$ cat src/rtl/ppb_pkg.sv
// shared types and constants for the projected point bounds unit
`timescale 1ns / 1ps
package ppb_pkg;

    localparam int COORD_BITS_DEF    = 32;
    localparam int OUT_FRAC_BITS_DEF = 16;
    localparam int CFG_ADDR_W        = 3;
    localparam int CFG_DATA_W        = 64;

    typedef enum logic [CFG_ADDR_W-1:0] {
        CFG_U_XY,
        CFG_U_ZW,
        CFG_V_XY,
        CFG_V_ZW,
        CFG_W_XY,
        CFG_W_ZW,
        CFG_MATRIX_VALID
    } t_cfg_idx;

    typedef struct packed {
        logic [63:0] u_xy;
        logic [63:0] u_zw;
        logic [63:0] v_xy;
        logic [63:0] v_zw;
        logic [63:0] w_xy;
        logic [63:0] w_zw;
        logic        matrix_valid;
    } t_cfg;

    // one classified point handed from front to back
    typedef struct packed {
        logic signed [63:0] num_u;
        logic signed [63:0] num_v;
        logic        [63:0] den;
        logic               proj;
        logic               mv;
        logic               last;
    } t_entry;

    typedef struct packed {
        logic full;
        logic empty;
    } t_q_status;

    typedef enum logic [2:0] {
        FR_IDLE,
        FR_COL_W,
        FR_COL_U,
        FR_COL_V,
        FR_SUM_V,
        FR_PUSH
    } t_front_state;

    typedef enum logic [1:0] {
        BK_IDLE,
        BK_DIV,
        BK_EMIT
    } t_back_state;

endpackage

$ cat src/rtl/ppb_fifo.sv
// two-entry queue between front and back
`timescale 1ns / 1ps
module ppb_fifo (
    input  logic               i_clk,
    input  logic               i_rst_n,
    input  logic               i_push,
    input  ppb_pkg::t_entry    i_entry,
    input  logic               i_pop,
    output ppb_pkg::t_entry    o_entry,
    output ppb_pkg::t_q_status o_status
);
    import ppb_pkg::*;

    t_entry     r_mem [2];
    logic       r_wp, r_rp;
    logic [1:0] r_cnt;

    assign o_entry         = r_mem[r_rp];
    assign o_status.full   = (r_cnt == 2'd2);
    assign o_status.empty  = (r_cnt == 2'd0);

    always_ff @(posedge i_clk) begin
        if (!i_rst_n) begin
            r_wp  <= 1'b0;
            r_rp  <= 1'b0;
            r_cnt <= 2'd0;
        end else begin
            if (i_push) r_wp <= ~r_wp;
            if (i_pop)  r_rp <= ~r_rp;
            if (i_push && !i_pop)      r_cnt <= r_cnt + 2'd1;
            else if (i_pop && !i_push) r_cnt <= r_cnt - 2'd1;
        end
    end

    always_ff @(posedge i_clk) begin
        if (i_push) r_mem[r_wp] <= i_entry;
    end

endmodule

$ cat config.mk
export PLATFORM = sky130hd
export DESIGN_NAME = ppb_fifo
export DESIGN_NICKNAME = d
export VERILOG_FILES = /design/src/rtl/ppb_pkg.sv /design/src/rtl/ppb_fifo.sv
export SDC_FILE = /design/constraint.sdc
export NUM_CORES = 1
export LEC_CHECK = 0
export ABC_CLOCK_PERIOD_IN_PS = 12930
export BUFFER_PORTS_ARGS = -buffer_cell sky130_fd_sc_hd__buf_2
export CELL_PAD_IN_SITES_DETAIL_PLACEMENT = 0
export CELL_PAD_IN_SITES_GLOBAL_PLACEMENT = 2
export CORE_ASPECT_RATIO = 1.75
export CORE_MARGIN = 5
export CORE_UTILIZATION = 39
export CTS_CLUSTER_DIAMETER = 30
export DETAILED_ROUTE_END_ITERATION = 7
export GPL_ROUTABILITY_DRIVEN = 0
export PLACE_DENSITY = 0.86
export SETUP_SLACK_MARGIN = 0.1
export SLEW_MARGIN = 20
export SYNTH_ARGS = -nofsm -noshare
export SYNTH_HDL_FRONTEND = slang
export SYNTH_SLANG_ARGS = --single-unit
export TNS_END_PERCENT = 5
$ cat constraint.sdc
create_clock -name i_clk -period 12.93 [get_ports i_clk]
set_input_delay 2.586 -clock i_clk [delete_from_list [all_inputs] [get_ports i_clk]]
set_output_delay 2.586 -clock i_clk [all_outputs]
set_load 0.01 [all_outputs]
==> metrics.txt <==
status complete, no violations; Final Hold Fails 0; drt pass-1 iters 4; Top-Level Pins 396; Synth Area in Compound Gates 0.134%; sequential share of the synthesized area 79.2%; clk slew on worst S/H paths 0.06 ns; met3 wire len 2.14 mm; final instance area 19,200 um2; largest net degree at the start of global routing 81; main area contributors after synthesis edfxtp_1, mux2_4, mux2_2; Max Buffers Root-to-Sink 3; clock root cell clkbuf_16; synthesized area 14,900 um2; hold buffers post-CTS 0; residual DRC count 0; CTS tree built; Nets 1,261; HPWL after detailed placement 24.2 mm; hold slack 0.521 ns; post-synthesis mux area share 18.5%; routed vias/inst 4.66; maximum vdd drop 0.000168 V; share of cells above drive strength 1 62.3%; RSZ-0062 raised after global routing false; die outline area 42,400 um2; # fillers 3,119; post-synthesis cell type count 17; Fmax achieved 160 MHz; Final ANT Viol Nets 0; Cell Pwr Density 170 nW/um2; vias in the first global route 8,161; CORE AREA 37,800 um2; Min-Delay Path Class reg -> reg; Yosys reg bits 395; WP data required 10.34 ns; multi-input combinational cell area 2880 um2; Slew @ Worst Pin 1.05 ns; vias 7,435; Post-CTS Resized 0; period utilization 48.2%; post-synthesis xor/xnor area fraction 0.176%; Post-DP Area 17,300 um2; Row Count 94; Yosys top cell area share 78.5%; Synth Area in Simple Gates 0.361%; Die Wd 158 um; maximum capacitance violations 0; CP Max Fanout 52; largest family of logic cells by synthesized area multiplexers; Final Max Tran Viols 0; cells after synthesis 629; port bufs 395; crit end category output port; worst r2r src r_wp$_SDFFE_PN0P_; CTS sink cnt 395; data arrival time of the critical path 3.65 ns; Final min period 6.24 ns; Leakage 7.52 nW; total grt overflow 0; Total GRT Usage 15.3%; met2 WL post-DR 19.4 mm; die height 269 um; setup bufs post-CTS 0; post-synth top area cell edfxtp_1; HP Start r_cnt[1]$_SDFFE_PN0P_; DRT iter0 DRCs 266; initial antenna violation count 18; register area 11,800 um2; Post-Route Setup TNS 0 ns; initial cell density of the core 39.5%; met1 WL 10.4 mm; Worst setup SP type flop; clk_skew 0.00956 ns; Mean Syn Cell Area 23.7 um2; clock latency on the worst-skew pair 0.55 ns; crit path kind reg -> out; Max Used Layer met5; first-pass GRT wire length 47.9 mm; yosys warns 0; syn nets 829; Synth Area in Adders 0.0839%; H-tree levels 2; area grow syn2layout 28.6%; average wire per standard cell 21.3 um; final WL 34.0 mm; total CTS buffers 48; # setup viols final 0; Total Power 0.00326 W; Max transition margin 30.0%
-- report_power, final --
part / switching, W / internal [W] / leakage [nW] / total, W
logic: 0.000157 / 0.000162 / 2.96 / 0.000319
registers: 0.0000255 / 0.00148 / 3.70 / 0.00151
clock network: 0.000547 / 0.000888 / 0.858 / 0.00143
total: 0.000729 / 0.00253 / 7.52 / 0.00326
-- state kept, by name, indices dropped and copies added, names as in the netlist, named ones only --
register,count
r_cnt,2
r_mem,390
r_rp,1
r_wp,1
-- metal layers --
metal / GRT usage, % / vias up
li1: - / 3405
met1: 14.1 / 3613
met2: 28.9 / 304
met3: 3.68 / 103
met4: 10.2 / 10
met5: 0 / -
-- metrics by stage --
step | util, % | setup WS (ns) | instances
2_1_floorplan | - | 1.12 | 629
3_3_place_gp | 45.9 | 7.23 | 1490
3_5_place_dp | 45.9 | 7.16 | 1490
4_1_cts | 50.6 | 6.57 | 1580
5_1_grt | 50.8 | 6.44 | 1594
6_report | 50.8 | 6.69 | 1594
-- critical path, cell delays in order, from the launching register on --
cell     delay [ns]
dfxtp_4        0.87
buf_4          0.82
buf_4          0.77
mux2_2         0.42
buf_2          0.14
-- cells in the final DEF, fill, tap and decap left out, types with 4 or more instances in the layout --
| cell | instances |
|---|---|
| mux2_2 | 45 |
| edfxtp_1 | 390 |
| clkinv_1 | 4 |
| diode_2 | 13 |
| clkinv_8 | 6 |
| buf_4 | 8 |
| buf_2 | 395 |
| clkinv_4 | 4 |
| bufinv_16 | 8 |
| clkbuf_16 | 50 |
| mux2_4 | 150 |
| inv_6 | 7 |
| dfxtp_1 | 4 |
-- kinds of logic after synthesis --
family	Yosys count
adder cells (fa/ha/maj)	1
multiplexers	195
flip-flops	395
XOR/XNOR	3
AND/OR/NAND/NOR	9
buffers and inverters	23
AO/OA/AOI/OAI	3
-- final timing paths --
path	to	slack [ns]	cells after the start
hold reg to reg	r_cnt[1]$_SDFFE_PN0P_	0.52	2
setup / recovery	o_entry[2]	6.69	4
setup reg to reg	r_mem[0][34]$_DFFE_PP_	10.44	3
hold / removal	r_cnt[1]$_SDFFE_PN0P_	0.52	2
-- cell usage after synthesis --
master	count
a21boi_0	1
and2_1	4
buf_2	4
buf_6	18
dfxtp_1	5
edfxtp_1	390
ha_1	1
inv_1	1
mux2_2	45
mux2_4	150
nor2_1	1
nor2b_1	3
o21a_1	1
o21ai_0	1
or3_1	1
xnor2_1	1
xor2_1	2
-- cell type report --
type | count | area share (%)
sequential | 395 | 61.6
multi-input combinational | 211 | 15.0
timing repair buffer | 404 | 10.8
clock buffer | 52 | 6.56
tap | 480 | 3.13
clock inverter | 38 | 2.71
antenna | 13 | 0.170
inverter | 1 | 0.0196
(Power assumes the default switching activity.)
