`config.mk`:
```
export PLATFORM = sky130hd
export DESIGN_NAME = ppb_back
export DESIGN_NICKNAME = d
export VERILOG_FILES = /design/src/rtl/ppb_pkg.sv /design/src/rtl/ppb_div.sv /design/src/rtl/ppb_back.sv
export SDC_FILE = /design/constraint.sdc
export NUM_CORES = 2
export LEC_CHECK = 0
export ABC_AREA = 1
export BUFFER_PORTS_ARGS = -buffer_cell sky130_fd_sc_hd__buf_2
export CORE_ASPECT_RATIO = 1.4
export CORE_MARGIN = 4
export CORE_UTILIZATION = 55
export DETAILED_ROUTE_END_ITERATION = 10
export GPL_ROUTABILITY_DRIVEN = 0
export HOLD_SLACK_MARGIN = 0.15
export PLACE_DENSITY = 0.81
export SYNTH_ARGS = -nofsm -noshare
export SYNTH_HDL_FRONTEND = slang
export SYNTH_SLANG_ARGS = --single-unit
```
`constraint.sdc`:
```
create_clock -name i_clk -period 10.3 [get_ports i_clk]
set_clock_uncertainty 0.1 [all_clocks]
set_input_delay 2.06 -clock i_clk [delete_from_list [all_inputs] [get_ports i_clk]]
set_output_delay 2.06 -clock i_clk [all_outputs]
set_load 0.01 [all_outputs]
```
`src/rtl/ppb_pkg.sv`:
```
// shared types and constants for the projected point bounds unit
`timescale 1ns / 1ps
package ppb_pkg;

    localparam int COORD_BITS_DEF    = 32;
    localparam int OUT_FRAC_BITS_DEF = 16;
    localparam int CFG_ADDR_W        = 3;
    localparam int CFG_DATA_W        = 64;

    typedef enum logic [CFG_ADDR_W-1:0] {
        CFG_U_XY,
        CFG_U_ZW,
        CFG_V_XY,
        CFG_V_ZW,
        CFG_W_XY,
        CFG_W_ZW,
        CFG_MATRIX_VALID
    } t_cfg_idx;

    typedef struct packed {
        logic [63:0] u_xy;
        logic [63:0] u_zw;
        logic [63:0] v_xy;
        logic [63:0] v_zw;
        logic [63:0] w_xy;
        logic [63:0] w_zw;
        logic        matrix_valid;
    } t_cfg;

    // one classified point handed from front to back
    typedef struct packed {
        logic signed [63:0] num_u;
        logic signed [63:0] num_v;
        logic        [63:0] den;
        logic               proj;
        logic               mv;
        logic               last;
    } t_entry;

    typedef struct packed {
        logic full;
        logic empty;
    } t_q_status;

    typedef enum logic [2:0] {
        FR_IDLE,
        FR_COL_W,
        FR_COL_U,
        FR_COL_V,
        FR_SUM_V,
        FR_PUSH
    } t_front_state;

    typedef enum logic [1:0] {
        BK_IDLE,
        BK_DIV,
        BK_EMIT
    } t_back_state;

endpackage

```
`src/rtl/ppb_div.sv`:
```
// restoring divider: floor(num * 2^f / den), saturated to 32 bits
`timescale 1ns / 1ps
module ppb_div #(
    parameter int OUT_FRAC_BITS = ppb_pkg::OUT_FRAC_BITS_DEF
) (
    input  logic               i_clk,
    input  logic               i_rst_n,
    input  logic               i_start,
    input  logic signed [63:0] i_num,
    input  logic        [63:0] i_den,
    output logic               o_done,
    output logic signed [31:0] o_quot
);
    localparam int NW = 64 + OUT_FRAC_BITS;
    localparam int QB = 31;
    localparam int CW = $clog2(QB + 1);

    logic [63:0]    w_mag;
    logic [NW-1:0]  w_n;
    logic [63:0]    w_r0;
    logic           w_sat;
    logic [64:0]    w_sh;
    logic           w_ge;
    logic [64:0]    w_diff;
    logic [31:0]    w_adj;

    logic           r_busy, r_done, r_neg;
    logic [CW-1:0]  r_cnt;
    logic [63:0]    r_den, r_rem;
    logic [QB-1:0]  r_nlow, r_q;
    logic signed [31:0] r_res;

    assign w_mag  = i_num[63] ? (~i_num + 64'd1) : i_num;
    assign w_n    = {w_mag, {OUT_FRAC_BITS{1'b0}}};
    // integer part too large when the top bits alone already reach den
    assign w_r0   = 64'(w_n[NW-1:QB]);
    assign w_sat  = (w_r0 >= i_den);

    assign w_sh   = {r_rem, r_nlow[QB-1]};
    assign w_ge   = (w_sh >= {1'b0, r_den});
    assign w_diff = w_sh - {1'b0, r_den};
    assign w_adj  = {1'b0, r_q} + {31'd0, (r_rem != 64'd0)};

    // done stays high from the end of a division until the next start
    always_ff @(posedge i_clk) begin
        if (!i_rst_n) begin
            r_busy <= 1'b0;
            r_done <= 1'b0;
        end else begin
            if (i_start) begin
                r_busy <= !w_sat;
                r_done <= w_sat;
            end else if (r_busy && r_cnt == '0) begin
                r_busy <= 1'b0;
                r_done <= 1'b1;
            end
        end
    end

    always_ff @(posedge i_clk) begin
        if (i_start) begin
            r_neg  <= i_num[63];
            r_den  <= i_den;
            r_rem  <= w_r0;
            r_nlow <= w_n[QB-1:0];
            r_q    <= '0;
            r_cnt  <= CW'(QB);
            if (w_sat) r_res <= i_num[63] ? 32'sh8000_0000 : 32'sh7fff_ffff;
        end else if (r_busy) begin
            if (r_cnt != '0) begin
                r_rem  <= w_ge ? w_diff[63:0] : w_sh[63:0];
                r_q    <= {r_q[QB-2:0], w_ge};
                r_nlow <= {r_nlow[QB-2:0], 1'b0};
                r_cnt  <= r_cnt - CW'(1);
            end else begin
                r_res <= r_neg ? -$signed(w_adj) : $signed({1'b0, r_q});
            end
        end
    end

    assign o_done = r_done;
    assign o_quot = r_res;

endmodule

```
`src/rtl/ppb_back.sv`:
```
// back end: divides, keeps running bounds and holds the result register
`timescale 1ns / 1ps
module ppb_back #(
    parameter int OUT_FRAC_BITS = ppb_pkg::OUT_FRAC_BITS_DEF
) (
    input  logic                   i_clk,
    input  logic                   i_rst_n,
    input  ppb_pkg::t_q_status     i_q,
    input  ppb_pkg::t_entry        i_entry,
    output logic                   o_pop,
    output logic                   o_valid,
    input  logic                   i_ready,
    output logic [OUT_FRAC_BITS:0] o_u_min,
    output logic [OUT_FRAC_BITS:0] o_v_min,
    output logic [OUT_FRAC_BITS:0] o_u_max,
    output logic [OUT_FRAC_BITS:0] o_v_max,
    output logic                   o_found
);
    import ppb_pkg::*;

    localparam logic signed [31:0] ONE = 32'sd1 <<< OUT_FRAC_BITS;

    t_back_state r_state, n_state;
    t_entry      r_ent;
    logic        w_start, w_done_u, w_done_v, w_load, w_found;
    logic signed [31:0] w_u, w_v;
    logic signed [31:0] r_umin, r_vmin, r_umax, r_vmax;
    logic        r_any, r_ov;
    logic [OUT_FRAC_BITS:0] r_oumin, r_ovmin, r_oumax, r_ovmax;
    logic        r_ofound;

    function automatic logic [OUT_FRAC_BITS:0] clamp(input logic signed [31:0] v);
        if (v < 32'sd0)  return '0;
        else if (v > ONE) return ONE[OUT_FRAC_BITS:0];
        else             return v[OUT_FRAC_BITS:0];
    endfunction

    assign w_start = o_pop && i_entry.proj;
    assign w_found = r_ent.mv && r_any;

    ppb_div #(.OUT_FRAC_BITS(OUT_FRAC_BITS)) u_div_u (
        .i_clk(i_clk), .i_rst_n(i_rst_n), .i_start(w_start),
        .i_num(i_entry.num_u), .i_den(i_entry.den), .o_done(w_done_u), .o_quot(w_u)
    );

    ppb_div #(.OUT_FRAC_BITS(OUT_FRAC_BITS)) u_div_v (
        .i_clk(i_clk), .i_rst_n(i_rst_n), .i_start(w_start),
        .i_num(i_entry.num_v), .i_den(i_entry.den), .o_done(w_done_v), .o_quot(w_v)
    );

    always_comb begin
        n_state = r_state;
        o_pop   = 1'b0;
        w_load  = 1'b0;
        case (r_state)
            BK_IDLE: begin
                if (!i_q.empty) begin
                    o_pop = 1'b1;
                    if (i_entry.proj)      n_state = BK_DIV;
                    else if (i_entry.last) n_state = BK_EMIT;
                end
            end
            BK_DIV: begin
                // a saturating divider finishes early and holds its done flag
                if (w_done_u && w_done_v) n_state = r_ent.last ? BK_EMIT : BK_IDLE;
            end
            BK_EMIT: begin
                if (!r_ov || i_ready) begin
                    w_load  = 1'b1;
                    n_state = BK_IDLE;
                end
            end
            default: n_state = BK_IDLE;
        endcase
    end

    always_ff @(posedge i_clk) begin
        if (!i_rst_n) begin
            r_state <= BK_IDLE;
            r_ov    <= 1'b0;
            r_any   <= 1'b0;
            r_umin  <= 32'sh7fff_ffff;
            r_vmin  <= 32'sh7fff_ffff;
            r_umax  <= 32'sh8000_0000;
            r_vmax  <= 32'sh8000_0000;
        end else begin
            r_state <= n_state;
            if (w_load)            r_ov <= 1'b1;
            else if (i_ready)      r_ov <= 1'b0;
            if (w_load) begin
                r_any  <= 1'b0;
                r_umin <= 32'sh7fff_ffff;
                r_vmin <= 32'sh7fff_ffff;
                r_umax <= 32'sh8000_0000;
                r_vmax <= 32'sh8000_0000;
            end else if (r_state == BK_DIV && w_done_u && w_done_v) begin
                r_any <= 1'b1;
                if (w_u < r_umin) r_umin <= w_u;
                if (w_v < r_vmin) r_vmin <= w_v;
                if (w_u > r_umax) r_umax <= w_u;
                if (w_v > r_vmax) r_vmax <= w_v;
            end
        end
    end

    always_ff @(posedge i_clk) begin
        if (o_pop) r_ent <= i_entry;
        if (w_load) begin
            r_oumin  <= w_found ? clamp(r_umin) : '0;
            r_ovmin  <= w_found ? clamp(r_vmin) : '0;
            r_oumax  <= w_found ? clamp(r_umax) : '0;
            r_ovmax  <= w_found ? clamp(r_vmax) : '0;
            r_ofound <= w_found;
        end
    end

    assign o_valid = r_ov;
    assign o_u_min = r_oumin;
    assign o_v_min = r_ovmin;
    assign o_u_max = r_oumax;
    assign o_v_max = r_ovmax;
    assign o_found = r_ofound;

endmodule

```
==> flow_metrics.env <==
export IMPL_status="finished with violations"
export IMPL_violations="max-capacitance violations, max-slew violations"
export IMPL_maxCapViolCount=1
export IMPL_syn_num_nets=8129
export IMPL_hp_class="flip-flop to flip-flop"
export IMPL_netlist_instances=7505
export IMPL_ys_ff_latch=567
export IMPL_dr_pass1_iters=8
export IMPL_ys_flop_type="edfxtp_1"
export IMPL_end_kind="flip-flop"
export IMPL_hpwl_mm=131.9
export IMPL_ctsLongestPathBuffers=3
export IMPL_cts_sink_count=567
export IMPL_finalNetCount=8313
export IMPL_critical_path_arrival_ns=6.64
export IMPL_synthArstFlopShare_pct=0
export IMPL_finalCritPeriodShare_pct=62.26
export IMPL_area_delta_synth_final_pct=8.877
export IMPL_max_freq_mhz=155.9
export IMPL_die_y_microns=361.0
export IMPL_cts_buffers=59
export IMPL_grt_pass1_wl_mm=259.7
export IMPL_drt_initial_drc_count=5647
export IMPL_syn_area_sq_um=48970
export IMPL_num_vias=51340
export IMPL_slew_headroom_pct=-3.939
export IMPL_insertion_delay_ns=0.71
export IMPL_setup_violations=0
export IMPL_path_clk_slew_ns=0.06
export IMPL_use_met3_pct=10.63
export IMPL_viasPerCell=5.751
export IMPL_htree_levels=2
export IMPL_met2_usage_pct=55.16
export IMPL_power_switching_mw=2.332
export IMPL_cp_start_kind="primary input"
export IMPL_layout_common_cells="nand2_1 (2269), inv_1 (1182), nor2_1 (787)"
export IMPL_fin_tns_setup_ns=0
export IMPL_critPathMaxFanout=82
export IMPL_cts_setup_buffers=0
export IMPL_critPathKind="primary input to flip-flop"
export IMPL_synth_cell_types=54
export IMPL_hold_buffers=0
export IMPL_ant_nets=0
export IMPL_final_max_slew_viol_count=3
export IMPL_die_width_microns=260.2
export IMPL_place_ws_ns=3.868
export IMPL_power_frac_clock_pct=34.9
export IMPL_power_leakage_nw=27.90
export IMPL_use_met1_pct=37.59
export IMPL_avgSynthCellArea_sq_um=6.524
export IMPL_drt_wl_total_mm=172.0
export IMPL_worstMarginPinSlew_ns=1.547
export IMPL_ctsResizeCount=0
export IMPL_hold_viol=0
export IMPL_rows=129
export IMPL_setup_slack_ns=3.887
export IMPL_cts_root_buf="clkbuf_16"
export IMPL_port_buffers=269
export IMPL_yosys_warnings=0
export IMPL_required_ns=10.52
export IMPL_wl_per_cell_microns=19.27
export IMPL_comb_power_share_pct=26.0
export IMPL_drive_gt1_share_pct=6.473
export IMPL_r2r_setup_slack_ns=5.04
export IMPL_antenna_found_initial=19
export IMPL_synth_edf_count=329
export IMPL_gr_max_usage_layer="met2"
export IMPL_grt_pass1_vias=48007
export IMPL_ir_worst_vdd_mv=0.1384
export IMPL_grt_overflow=0
export IMPL_rsz0062_at_grt="no"
export IMPL_swShare_pct=34.67
export IMPL_ys_seq_area_share_pct=29.91
export IMPL_grt_max_degree=92
export IMPL_gr_usage_all_layers_pct=35.29
export IMPL_fin_crit_ns=6.413
export IMPL_p_int_mw=4.394
export IMPL_core_sq_um=88290
export IMPL_drcViolationCount=0
export IMPL_final_common_cell="nand2_1"
export IMPL_cts_tree="yes"
export IMPL_start_util_pct=55.46
export IMPL_power_density_nw_per_um2=126.2
export IMPL_ios=271
export IMPL_dieArea_sq_um=93930
export IMPL_pwr_share_seq_pct=39.1
[final timing paths]
path / from / endpoint / cells past startpoint
worst min-delay path: r_umin[6]$_SDFFE_PP1P_ / r_umin[6]$_SDFFE_PP1P_ / 2
worst max-delay path: i_entry[194] / u_div_u.o_quot[14]$_DFFE_PP_ / 15
worst min register to register: r_umin[6]$_SDFFE_PP1P_ / r_umin[6]$_SDFFE_PP1P_ / 2
worst max register to register: u_div_v.r_rem[48]$_DFFE_PP_ / u_div_v.o_quot[31]$_DFFE_PP_ / 19
[flip-flops by register name, indices dropped and copies added (netlist names), 5 cells and up]
name	cells
r_vmin	32
u_div_u.o_quot	32
u_div_v.o_quot	32
o_v_max	17
u_div_u.r_rem	64
u_div_v.r_q	31
u_div_v.r_cnt	5
u_div_u.r_cnt	5
r_umax	32
u_div_u.r_nlow	15
o_u_min	17
u_div_u.r_q	31
o_u_max	17
r_vmax	32
r_umin	32
u_div_v.r_rem	64
u_div_v.r_nlow	15
o_v_min	17
u_div_v.r_den	64
[cells in the mapped netlist, types with 3 or more instances]
cell      number  share of area, %
a21boi_0       4             0.061
a21o_1         8              0.12
a21oi_1      373               3.8
and2_1         6             0.077
buf_1         10             0.077
buf_2         47              0.48
buf_4          3             0.046
buf_6         16              0.37
clkbuf_1      95              0.73
clkinv_1       4             0.031
dfxtp_1      238               9.7
edfxtp_1     329                20
ha_1         422                11
inv_1       1184               9.1
inv_2         16              0.12
nand2_1     2270                17
nand2_2       19              0.24
nand3_1      581               5.9
nand3b_1     112               1.7
nand4_1      138               1.8
nor2_1       791               6.1
nor2_2        28              0.36
nor2_4         5              0.11
nor3_1       111               1.1
nor3b_1        5             0.077
nor4_1        50              0.64
o211ai_1      17              0.26
o21a_1        15              0.23
o21ai_0      253               2.6
o21ai_1       17              0.17
o21bai_1      44              0.67
o22ai_1       60              0.77
o31ai_1        4             0.061
or2_1          4             0.051
or2_2         10              0.13
xnor2_1       78               1.4
xor2_1       109               1.9
[logic make-up after synthesis]
logic type               synth area share (%)
XOR/XNOR                                3.345
buffers and inverters                   10.99
AO/OA/AOI/OAI                           8.997
AND/OR/NAND/NOR                         35.90
adder cells (fa/ha/maj)                 10.86
flip-flops                              29.91
[worst max-delay path, cell delays in order]
cell     delay [ns]
buf_2          0.08
buf_4          0.63
inv_1          0.56
nor2_1         0.20
nand2_1        0.07
nor3_1         1.20
ha_1           0.25
nor3b_1        0.19
nand2_1        0.10
nor3_1         0.29
nand2_1        0.08
nand4_1        0.23
nand2_1        0.12
inv_1          0.07
buf_4          0.38
[through the flow]
stage	area (sq um)	cells	hold slack (ns)	util (%)	power (mW)
6_report	53310	8927	0.3693	60.38	6.726
5_1_grt	53300	8921	0.3879	60.37	6.996
4_1_cts	53290	8919	0.3707	60.36	6.634
3_5_place_dp	51170	8807	0.3547	57.96	4.316
3_3_place_gp	51170	8807	0.3400	57.96	4.280
2_1_floorplan	48970	7505	0.3311	-	3.795
[routing by layer]
layer / vias to the layer above / part of all wire [%]
met3: 948 / 12
met4: 22 / 12
met2: 2923 / 43
li1: 24646 / -
met5: - / 0.079
met1: 22801 / 33
[power groups by stage]
stage / logic (mW) / registers [mW] / clock network [mW]
final: 1.75 / 2.63 / 2.35
after global routing: 1.91 / 2.64 / 2.45
after CTS: 1.66 / 2.62 / 2.35
after detailed placement: 1.64 / 2.67 / 0
after global placement: 1.61 / 2.67 / 0
after floorplan: 1.14 / 2.66 / 0
[cell type report]
type                       count  area [sq um]
antenna                        8         20.02
clock buffer                  69          1598
clock inverter                43         521.8
fill                        8221         34980
inverter                    1204          4527
multi-input combinational   5561         28980
sequential                   567         14640
tap                         1179          1475
timing repair buffer         296          1549
Power figures use the tool's default switching activity.
